File: config.mk
export PLATFORM = sky130hd
export DESIGN_NAME = magic_length_frame_decoder_core
export DESIGN_NICKNAME = d
export VERILOG_FILES = /design/src/rtl/core/mlfd_pkg.sv /design/src/rtl/core/mlfd_front.sv /design/src/rtl/core/mlfd_queue.sv /design/src/rtl/core/mlfd_back.sv /design/src/rtl/core/magic_length_frame_decoder_core.sv
export SDC_FILE = /design/constraint.sdc
export NUM_CORES = 1
export LEC_CHECK = 0
export ABC_AREA = 1
export BUFFER_PORTS_ARGS = -buffer_cell sky130_fd_sc_hd__buf_2
export CAP_MARGIN = 20
export CELL_PAD_IN_SITES_DETAIL_PLACEMENT = 0
export CELL_PAD_IN_SITES_GLOBAL_PLACEMENT = 2
export CORE_UTILIZATION = 40
export DETAILED_ROUTE_END_ITERATION = 7
export GPL_ROUTABILITY_DRIVEN = 0
export PLACE_DENSITY = 0.95
export REMOVE_ABC_BUFFERS = 1
export SKIP_CTS_REPAIR_TIMING = 1
export SLEW_MARGIN = 15
export SYNTH_ARGS = -nofsm -noshare
export SYNTH_HDL_FRONTEND = slang
export SYNTH_SLANG_ARGS = --single-unit
File: constraint.sdc
create_clock -name clk -period 14.9 [get_ports clk]
set_input_delay 2.98 -clock clk [delete_from_list [all_inputs] [get_ports clk]]
set_output_delay 2.98 -clock clk [all_outputs]
set_load 0.02 [all_outputs]
File: src/rtl/core/mlfd_pkg.sv
// Shared types and constants of the magic and length frame decoder.
// Used by the front, queue, back and top level modules; depends on nothing.
package mlfd_pkg;

  localparam int QUEUE_DEPTH = 2;

  typedef enum logic [2:0] {
    PH_MAGIC = 3'b001,
    PH_LEN   = 3'b010,
    PH_BODY  = 3'b100
  } phase_t;

  typedef enum logic {
    OP_ITEM   = 1'b0,
    OP_REJECT = 1'b1
  } op_t;

  localparam logic [1:0] KIND_PAYLOAD = 2'd0;
  localparam logic [1:0] KIND_END     = 2'd1;
  localparam logic [1:0] KIND_PUSH    = 2'd2;

  localparam logic [1:0] ST_OK       = 2'd0;
  localparam logic [1:0] ST_ERR      = 2'd1;
  localparam logic [1:0] ST_NOT_MINE = 2'd2;

  localparam logic [1:0] LM_FIXED = 2'd0;
  localparam logic [1:0] LM_LEN16 = 2'd1;
  localparam logic [1:0] LM_LEN32 = 2'd2;

  localparam logic [2:0] CFG_MAGIC_BYTES = 3'd0;
  localparam logic [2:0] CFG_MAGIC_COUNT = 3'd1;
  localparam logic [2:0] CFG_LENGTH_MODE = 3'd2;
  localparam logic [2:0] CFG_MIN_LENGTH  = 3'd3;
  localparam logic [2:0] CFG_MAX_LENGTH  = 3'd4;
  localparam logic [2:0] CFG_PUSH_BACK   = 3'd5;

  typedef struct packed {
    logic [63:0] magic_bytes;
    logic [3:0]  magic_count;
    logic [1:0]  length_mode;
    logic [31:0] min_length;
    logic [31:0] max_length;
    logic        push_back_enable;
  } cfg_t;

  typedef struct packed {
    op_t         op;
    logic [1:0]  kind;
    logic [7:0]  data;
    logic [1:0]  status;
    logic        last;
    logic [63:0] held;
    logic [3:0]  count;
  } entry_t;

endpackage

File: src/rtl/core/mlfd_front.sv
// Front end of the frame decoder: takes stream bytes, tracks the header and body,
// and issues one queue entry per byte at most. Depends on mlfd_pkg.
module mlfd_front #(
  parameter int MAX_MAGIC = 8
) (
  input  logic                 clk,
  input  logic                 rst,
  input  mlfd_pkg::cfg_t       cfg,
  input  logic                 in_fire,
  input  logic [7:0]           in_byte,
  output logic                 push,
  output mlfd_pkg::entry_t     push_entry
);

  localparam logic [3:0] MagicCap = (MAX_MAGIC < 8) ? 4'(MAX_MAGIC) : 4'd8;

  mlfd_pkg::phase_t phase, phase_next;
  logic [3:0]  hidx, hidx_next;
  logic [63:0] held, held_next;
  logic [31:0] acc, acc_next;
  logic [31:0] remaining, remaining_next;

  logic [3:0]  mc;
  logic [2:0]  ls;
  logic [4:0]  hlen;
  logic [31:0] sb_acc;
  logic [32:0] flen;
  logic        sb_bad;
  logic        sb_empty;
  logic [31:0] sb_body;

  assign mc = (cfg.magic_count > MagicCap) ? MagicCap : cfg.magic_count;

  always_comb begin
    case (cfg.length_mode)
      mlfd_pkg::LM_LEN16: ls = 3'd2;
      mlfd_pkg::LM_LEN32: ls = 3'd4;
      default:            ls = 3'd0;
    endcase
  end

  assign hlen   = 5'(mc) + 5'(ls);
  assign sb_acc = (phase == mlfd_pkg::PH_MAGIC) ? {24'd0, in_byte} : {acc[23:0], in_byte};

  always_comb begin
    sb_bad = ({27'd0, hlen} > cfg.min_length) || (cfg.max_length < cfg.min_length);
    case (cfg.length_mode)
      mlfd_pkg::LM_FIXED: begin
        flen = {1'b0, cfg.min_length};
        if (cfg.min_length != cfg.max_length) sb_bad = 1'b1;
      end
      mlfd_pkg::LM_LEN16: begin
        flen = {17'd0, sb_acc[15:0]};
      end
      mlfd_pkg::LM_LEN32: begin
        flen = {28'd0, hlen} + {1'b0, sb_acc};
        if (flen[32]) sb_bad = 1'b1;
      end
      default: begin
        flen   = 33'd0;
        sb_bad = 1'b1;
      end
    endcase
    if ((flen < {1'b0, cfg.min_length}) || (flen > {1'b0, cfg.max_length})) sb_bad = 1'b1;
    sb_empty = (flen == {28'd0, hlen});
    sb_body  = flen[31:0] - {27'd0, hlen};
  end

  always_comb begin
    mlfd_pkg::phase_t ph;
    logic [3:0]  hx;
    logic [3:0]  hx_inc;
    logic [31:0] rem_cur;
    logic [31:0] rem_dec;
    logic [63:0] held_new;
    logic [63:0] mask;
    logic        dropped;

    phase_next     = phase;
    hidx_next      = hidx;
    held_next      = held;
    acc_next       = acc;
    remaining_next = remaining;
    push           = 1'b0;
    push_entry     = '0;
    push_entry.op  = mlfd_pkg::OP_ITEM;

    ph       = phase;
    hx       = hidx;
    rem_cur  = remaining;
    dropped  = 1'b0;
    hx_inc   = 4'd0;
    rem_dec  = 32'd0;
    held_new = held;
    for (int i = 0; i < 8; i++) begin
      mask[8*i +: 8] = (4'(i) < mc) ? 8'hFF : 8'h00;
    end

    if (in_fire) begin
      if (ph == mlfd_pkg::PH_MAGIC && mc == 4'd0) begin
        ph = mlfd_pkg::PH_LEN;
        hx = 4'd0;
      end
      if (ph == mlfd_pkg::PH_LEN && ls == 3'd0) begin
        if (sb_bad || sb_empty) begin
          push              = 1'b1;
          push_entry.kind   = mlfd_pkg::KIND_END;
          push_entry.status = sb_bad ? mlfd_pkg::ST_ERR : mlfd_pkg::ST_OK;
          push_entry.last   = 1'b1;
          dropped           = 1'b1;
          phase_next        = mlfd_pkg::PH_MAGIC;
          hidx_next         = 4'd0;
          held_next         = '0;
          acc_next          = '0;
        end else begin
          ph      = mlfd_pkg::PH_BODY;
          rem_cur = sb_body;
        end
      end

      if (!dropped) begin
        hx_inc = hx + 4'd1;
        case (ph)
          mlfd_pkg::PH_MAGIC: begin
            if (hx < 4'd8) held_new[{hx[2:0], 3'b000} +: 8] = in_byte;
            held_next = held_new;
            hidx_next = hx_inc;
            if (hx_inc >= mc) begin
              phase_next = mlfd_pkg::PH_MAGIC;
              hidx_next  = 4'd0;
              held_next  = '0;
              acc_next   = '0;
              if (((held_new ^ cfg.magic_bytes) & mask) != 64'd0) begin
                push             = 1'b1;
                push_entry.op    = mlfd_pkg::OP_REJECT;
                push_entry.held  = held_new;
                push_entry.count = cfg.push_back_enable ? mc : 4'd0;
              end else if (ls != 3'd0) begin
                phase_next = mlfd_pkg::PH_LEN;
              end else if (sb_bad || sb_empty) begin
                push              = 1'b1;
                push_entry.kind   = mlfd_pkg::KIND_END;
                push_entry.status = sb_bad ? mlfd_pkg::ST_ERR : mlfd_pkg::ST_OK;
                push_entry.last   = 1'b1;
              end else begin
                phase_next     = mlfd_pkg::PH_BODY;
                remaining_next = sb_body;
              end
            end
          end
          mlfd_pkg::PH_LEN: begin
            phase_next = mlfd_pkg::PH_LEN;
            acc_next   = sb_acc;
            hidx_next  = hx_inc;
            if (hx_inc >= 4'(ls)) begin
              phase_next = mlfd_pkg::PH_MAGIC;
              hidx_next  = 4'd0;
              held_next  = '0;
              acc_next   = '0;
              if (sb_bad || sb_empty) begin
                push              = 1'b1;
                push_entry.kind   = mlfd_pkg::KIND_END;
                push_entry.status = sb_bad ? mlfd_pkg::ST_ERR : mlfd_pkg::ST_OK;
                push_entry.last   = 1'b1;
              end else begin
                phase_next     = mlfd_pkg::PH_BODY;
                remaining_next = sb_body;
              end
            end
          end
          mlfd_pkg::PH_BODY: begin
            rem_dec           = (rem_cur != 32'd0) ? rem_cur - 32'd1 : 32'd0;
            push              = 1'b1;
            push_entry.kind   = mlfd_pkg::KIND_PAYLOAD;
            push_entry.data   = in_byte;
            push_entry.status = mlfd_pkg::ST_OK;
            push_entry.last   = (rem_dec == 32'd0);
            remaining_next    = rem_dec;
            phase_next        = mlfd_pkg::PH_BODY;
            if (rem_dec == 32'd0) begin
              phase_next = mlfd_pkg::PH_MAGIC;
              hidx_next  = 4'd0;
              held_next  = '0;
              acc_next   = '0;
            end
          end
          default: begin
            phase_next = mlfd_pkg::PH_MAGIC;
            hidx_next  = 4'd0;
            held_next  = '0;
            acc_next   = '0;
          end
        endcase
      end
    end
  end

  always_ff @(posedge clk) begin
    if (rst) begin
      phase     <= mlfd_pkg::PH_MAGIC;
      hidx      <= 4'd0;
      held      <= '0;
      acc       <= '0;
      remaining <= '0;
    end else begin
      phase     <= phase_next;
      hidx      <= hidx_next;
      held      <= held_next;
      acc       <= acc_next;
      remaining <= remaining_next;
    end
  end

endmodule

File: src/rtl/core/mlfd_queue.sv
// Short queue of decoder entries between the front and the back end.
// Depends on mlfd_pkg for the entry type and the depth.
module mlfd_queue (
  input  logic               clk,
  input  logic               rst,
  input  logic               push,
  input  mlfd_pkg::entry_t   push_entry,
  output logic               full,
  input  logic               pop,
  output logic               head_valid,
  output mlfd_pkg::entry_t   head
);

  localparam int PtrW = (mlfd_pkg::QUEUE_DEPTH > 1) ? $clog2(mlfd_pkg::QUEUE_DEPTH) : 1;
  localparam int CntW = $clog2(mlfd_pkg::QUEUE_DEPTH + 1);

  mlfd_pkg::entry_t slots [mlfd_pkg::QUEUE_DEPTH];
  logic [PtrW-1:0] wr_ptr, rd_ptr;
  logic [CntW-1:0] fill;

  assign full       = (fill == CntW'(mlfd_pkg::QUEUE_DEPTH));
  assign head_valid = (fill != '0);
  assign head       = slots[rd_ptr];

  always_ff @(posedge clk) begin
    if (push) slots[wr_ptr] <= push_entry;
  end

  always_ff @(posedge clk) begin
    if (rst) begin
      wr_ptr <= '0;
      rd_ptr <= '0;
      fill   <= '0;
    end else begin
      if (push) begin
        wr_ptr <= (wr_ptr == PtrW'(mlfd_pkg::QUEUE_DEPTH - 1)) ? '0 : wr_ptr + PtrW'(1);
      end
      if (pop) begin
        rd_ptr <= (rd_ptr == PtrW'(mlfd_pkg::QUEUE_DEPTH - 1)) ? '0 : rd_ptr + PtrW'(1);
      end
      if (push && !pop) fill <= fill + CntW'(1);
      else if (pop && !push) fill <= fill - CntW'(1);
    end
  end

endmodule

File: src/rtl/core/mlfd_back.sv
// Back end of the frame decoder: turns queue entries into result transactions,
// expanding a magic rejection into its pushed-back bytes. Depends on mlfd_pkg.
module mlfd_back (
  input  logic               clk,
  input  logic               rst,
  input  logic               head_valid,
  input  mlfd_pkg::entry_t   head,
  output logic               pop,
  output logic               out_valid,
  input  logic               out_ready,
  output logic [1:0]         out_kind,
  output logic [7:0]         out_byte,
  output logic [1:0]         out_status,
  output logic               out_last
);

  logic [3:0] idx;
  logic       load;
  logic       pushing_byte;

  assign load         = !out_valid || out_ready;
  assign pushing_byte = (head.op == mlfd_pkg::OP_REJECT) && (idx < head.count);
  assign pop          = load && head_valid && !pushing_byte;

  always_ff @(posedge clk) begin
    if (rst) begin
      out_valid <= 1'b0;
      idx       <= 4'd0;
    end else if (load) begin
      out_valid <= head_valid;
      if (head_valid && head.op == mlfd_pkg::OP_REJECT) begin
        idx <= pushing_byte ? idx + 4'd1 : 4'd0;
      end
    end
  end

  always_ff @(posedge clk) begin
    if (load && head_valid) begin
      case (head.op)
        mlfd_pkg::OP_ITEM: begin
          out_kind   <= head.kind;
          out_byte   <= head.data;
          out_status <= head.status;
          out_last   <= head.last;
        end
        mlfd_pkg::OP_REJECT: begin
          out_status <= mlfd_pkg::ST_NOT_MINE;
          if (pushing_byte) begin
            out_kind <= mlfd_pkg::KIND_PUSH;
            out_byte <= head.held[{idx[2:0], 3'b000} +: 8];
            out_last <= 1'b0;
          end else begin
            out_kind <= mlfd_pkg::KIND_END;
            out_byte <= 8'd0;
            out_last <= 1'b1;
          end
        end
        default: begin
          out_kind   <= mlfd_pkg::KIND_END;
          out_byte   <= 8'd0;
          out_status <= mlfd_pkg::ST_ERR;
          out_last   <= 1'b1;
        end
      endcase
    end
  end

endmodule

File: src/rtl/core/magic_length_frame_decoder_core.sv
// The decoder takes one stream byte per cycle while the queue is not full. Each accepted byte
// that yields an entry is written to a two-entry queue at once, and its result passes from
// the queue to the registered output of the back end. A payload byte gives one result
// transaction. A magic mismatch with push-back enabled holds the back end for one pushed-back
// byte per effective magic byte (magic_count capped at MAX_MAGIC and at 8) and then an end
// transaction, and input keeps flowing until the queue fills.
// Top level: configuration registers, front end, queue and back end. Depends on mlfd_pkg.
module magic_length_frame_decoder_core #(
  parameter int MAX_MAGIC = 8
) (
  input  logic        clk,
  input  logic        rst,
  input  logic        cfg_we,
  input  logic [2:0]  cfg_index,
  input  logic [63:0] cfg_data,
  input  logic        s_axis_tvalid,
  output logic        s_axis_tready,
  input  logic [7:0]  s_axis_tdata,  // [7:0] data_byte
  output logic        m_axis_tvalid,
  input  logic        m_axis_tready,
  output logic [15:0] m_axis_tdata,  // [7:0] out_byte, [9:8] status, [15:10] zero
  output logic [1:0]  m_axis_tuser,  // [1:0] item_kind
  output logic        m_axis_tlast
);

  mlfd_pkg::cfg_t   cfg;
  mlfd_pkg::entry_t push_entry;
  mlfd_pkg::entry_t head;
  logic             push;
  logic             q_full;
  logic             pop;
  logic             head_valid;
  logic             in_fire;
  logic [7:0]       out_byte;
  logic [1:0]       out_status;

  always_ff @(posedge clk) begin
    if (rst) begin
      cfg <= '0;
    end else if (cfg_we) begin
      case (cfg_index)
        mlfd_pkg::CFG_MAGIC_BYTES: cfg.magic_bytes      <= cfg_data;
        mlfd_pkg::CFG_MAGIC_COUNT: cfg.magic_count      <= cfg_data[3:0];
        mlfd_pkg::CFG_LENGTH_MODE: cfg.length_mode      <= cfg_data[1:0];
        mlfd_pkg::CFG_MIN_LENGTH:  cfg.min_length       <= cfg_data[31:0];
        mlfd_pkg::CFG_MAX_LENGTH:  cfg.max_length       <= cfg_data[31:0];
        mlfd_pkg::CFG_PUSH_BACK:   cfg.push_back_enable <= cfg_data[0];
        default: ;
      endcase
    end
  end

  assign s_axis_tready = !q_full;
  assign in_fire       = s_axis_tvalid && s_axis_tready;

  mlfd_front #(
    .MAX_MAGIC(MAX_MAGIC)
  ) u_front (
    .clk       (clk),
    .rst       (rst),
    .cfg       (cfg),
    .in_fire   (in_fire),
    .in_byte   (s_axis_tdata),
    .push      (push),
    .push_entry(push_entry)
  );

  mlfd_queue u_queue (
    .clk       (clk),
    .rst       (rst),
    .push      (push),
    .push_entry(push_entry),
    .full      (q_full),
    .pop       (pop),
    .head_valid(head_valid),
    .head      (head)
  );

  mlfd_back u_back (
    .clk       (clk),
    .rst       (rst),
    .head_valid(head_valid),
    .head      (head),
    .pop       (pop),
    .out_valid (m_axis_tvalid),
    .out_ready (m_axis_tready),
    .out_kind  (m_axis_tuser),
    .out_byte  (out_byte),
    .out_status(out_status),
    .out_last  (m_axis_tlast)
  );

  assign m_axis_tdata = {6'd0, out_status, out_byte};

  assert property (@(posedge clk) disable iff (rst) push |-> !q_full)
    else $error("Queue entry written while the queue is full.");

  assert property (@(posedge clk) disable iff (rst)
    m_axis_tvalid && m_axis_tuser == mlfd_pkg::KIND_PUSH |->
      !m_axis_tlast && out_status == mlfd_pkg::ST_NOT_MINE)
    else $error("Pushed-back magic byte with wrong status or end mark.");

  assert property (@(posedge clk) disable iff (rst)
    m_axis_tvalid && m_axis_tuser == mlfd_pkg::KIND_PAYLOAD |-> out_status == mlfd_pkg::ST_OK)
    else $error("Payload transaction carries a non-OK status.");

endmodule
==> results.cfg <==
[outcome]
status = finished clean

[drt]
firstDrtPassIters = 7
post_drt_wl_per_cell_um = 20.10
drc_errors = 0
antenna_left = 0
wl_um = 105800
viasPerCell = 5.484
drtIter0Drc = 3199
vias = 28870

[power]
p_leak_nw = 13.75
power_density_mw_per_mm2 = 135.3
ir_worst_vdd_mv = 0.08739
total_power_mw = 4.446

[setup_path]
start_kind = input port
crit_arrival_ps = 11460
critical-path-max-stage-delay_ps = 670
ff2ff_setup_slack_ps = 4830
r2r_cells = 54
crit_top_cell = nand2_1
critPathTopFamily = simple AND/OR/NAND/NOR gates
required_ps = 15460
critPathBufInv = 7
critPathKind = input port to flip-flop
critPathMaxFanout = 52
rr_startpoint = cfg[66]
r2r-end = u_front.held[3]
slowest_stage = nand2_2
end_kind = flip-flop

[clock_network]
htreeDepth = 2
clkLatencyLatePin_ps = 630
clk_path_buf_depth = 3
cts_tree = built
cts.reportedPaths.clkPinSlew_ps = 60
cts_buffers = 54
cts_sinks = 445
root_buffer = clkbuf_16

[timing]
final_hold_viol_count = 0
setup_viol = 0
setup_ws_ps = 3993
max-slew-margin-rel = 0.3196
fin_crit_ps = 10910
fin_crit_sh = 0.7320
fin_skew_ps = 47.87
tns_ps = 0
fmax_ghz = 0.09168
worst_slew_pin_slew_ps = 1021
slew_viol_final = 0
rsz0062_at_grt = false

[logic_synthesis]
synth.distinct_cells = 61
ys_ff_latch = 445
ys_seq_area_frac = 0.3532
synthCells = 4288
synth.top_cell.area_share = 0.1808
synth_area_leaders = dfxtp_1 (18%), edfxtp_1 (17%), nand2_1 (12%)
synth.avg_cell_area_um2 = 7.025
synthArstFlopShare = 0
synth_ff_type = dfxtp_1
synth-edff-count = 173
synth_warnings = 0
synth_top_area_cell = dfxtp_1
synth_area_mm2 = 0.03012

[job]
max_cap_viol_count = 0

[cells_and_area]
final_util = 0.4415
fill_cells = 7708
drive_above_1_share = 0.1101
seq_area_mm2 = 0.01064
nets = 4466
layout_commonest_cell = nand2_1
final_cell_mix = nand2_1 (978), nor2_1 (492), inv_1 (419)
multi_input_area_mm2 = 0.01660
syn2layout_area_growth_pct = 9.104

[min_path]
whs_path_depth = 2
hp-class = flip-flop to flip-flop
hold_start = u_front.held[22]
min_to = u_front.held[22]

[placement]
preCtsSetupSlack_ps = 3469
dpl.hpwl_um = 74530
portBuffers = 94

[global_routing]
grt-ovfl-total = 0
grt_antenna_before_repair = 1
grt_pass1_wl_um = 162100
grt_util_all_layers = 0.2713
grt_max_degree = 92
grt_pass1_vias = 26410

[floorplan]
ios = 101
core-area_mm2 = 0.07445
core.rowCount = 100
die_area_mm2 = 0.07641
initial_core_util = 0.4046
die_w_um = 276.4
die_h_um = 276.4
-- layer usage --
metal	part of all wire	track usage	up-vias
met2	0.42	0.4017	1072
met1	0.46	0.3991	13540
met4	0.031	0.08452	2
met5	0.000094	0	-
li1	-	-	14100
met3	0.079	0.04453	156
-- worst reg2reg max path, delay by kind of cell, from the launching register on --
| kind | cells | cell delay [ps] |
|---|---|---|
| AOI/OAI and AO/OA | 4 | 870 |
| xor gates and xnor gates | 1 | 250 |
| adders and majority gates | 6 | 2030 |
| buffers and inverters | 9 | 1440 |
| DFF | 1 | 350 |
| and+or+nand+nor | 34 | 5090 |
-- cells in the mapped netlist, types with 4 or more instances --
library cell	count
edfxtp_1	173
nor3_1	38
nand3_1	391
dfxtp_1	272
o21ai_1	24
xor2_1	57
xnor2_1	28
nor2_1	499
a41oi_1	4
nor4_1	6
buf_1	12
a221oi_1	31
clkbuf_1	121
buf_8	9
a31oi_1	36
a21oi_1	326
nand2_2	25
dlygate4sd1_1	25
inv_1	423
buf_4	18
ha_1	133
inv_2	25
nor2_2	26
o21a_1	7
o22ai_1	12
nand4_1	49
o31ai_1	7
or2_2	55
o21ai_0	248
buf_2	41
nor2_4	11
buf_6	9
a211oi_1	6
o211ai_1	29
nand3_2	78
nand2_1	979
nand3b_1	14
-- power breakdown --
| group | switching, mW | total, mW | internal [mW] | leakage (nW) |
|---|---|---|---|---|
| sequential | 0.0508 | 1.47 | 1.42 | 3.86 |
| combinational | 1.13 | 1.54 | 0.404 | 8.95 |
| clock | 0.583 | 1.43 | 0.852 | 0.934 |
| total | 1.77 | 4.45 | 2.68 | 13.8 |
-- per-stage QoR --
stage	hold slack (ps)	std cells	instance area (um2)
after floorplan	439.3	4058	28850
after global placement	450.7	5162	30940
after detailed placement	455.1	5162	30940
after CTS	464.1	5263	32850
after global routing	484.0	5264	32860
final	464.1	5265	32870
-- final cells by class --
| cell class | count | share of cell area |
|---|---|---|
| antenna | 1 | 0.00007614 |
| clock buffer | 64 | 0.04378 |
| clock inverter | 37 | 0.01454 |
| inverter | 451 | 0.05174 |
| multi-input combinational | 3162 | 0.5052 |
| sequential | 445 | 0.3238 |
| tap | 969 | 0.03689 |
| timing repair buffer | 136 | 0.02398 |
-- kinds of logic after synthesis --
group | after synthesis | synth area share
AO/OA/AOI/OAI | 745 | 0.1360
XOR/XNOR | 85 | 0.02471
adder cells (fa/ha/maj) | 136 | 0.05724
buffers and inverters | 686 | 0.09919
flip-flops | 445 | 0.3532
multiplexers | 3 | 0.0009969
other | 1 | 0.0001245
AND/OR/NAND/NOR | 2187 | 0.3285
-- flip-flops by register name, summed over array words and instances (netlist names), 3 cells and up, named ones only --
| register | cells |
|---|---|
| cfg | 135 |
| u_back.idx | 4 |
| u_back.out_byte | 8 |
| u_front.acc | 24 |
| u_front.held | 64 |
| u_front.hidx | 4 |
| u_front.phase | 3 |
| u_front.remaining | 32 |
| u_queue.slots | 160 |
-- how the worst max path moves through the flow --
stage	from	endpoint	slack [ps]	cells after the start
2_1_floorplan	s_axis_tdata[0]	u_queue.slots[1][0]	1160	34
6_report	s_axis_tdata[0]	u_front.held[3]	3990	49
3_5_place_dp	s_axis_tdata[0]	u_front.held[3]	3470	49
5_1_grt	s_axis_tdata[0]	u_front.held[3]	3200	50
4_1_cts	s_axis_tdata[0]	u_front.held[3]	4090	49
3_3_place_gp	s_axis_tdata[0]	u_front.held[8]	3550	49
Note: power is estimated with default switching activity, not from simulation.
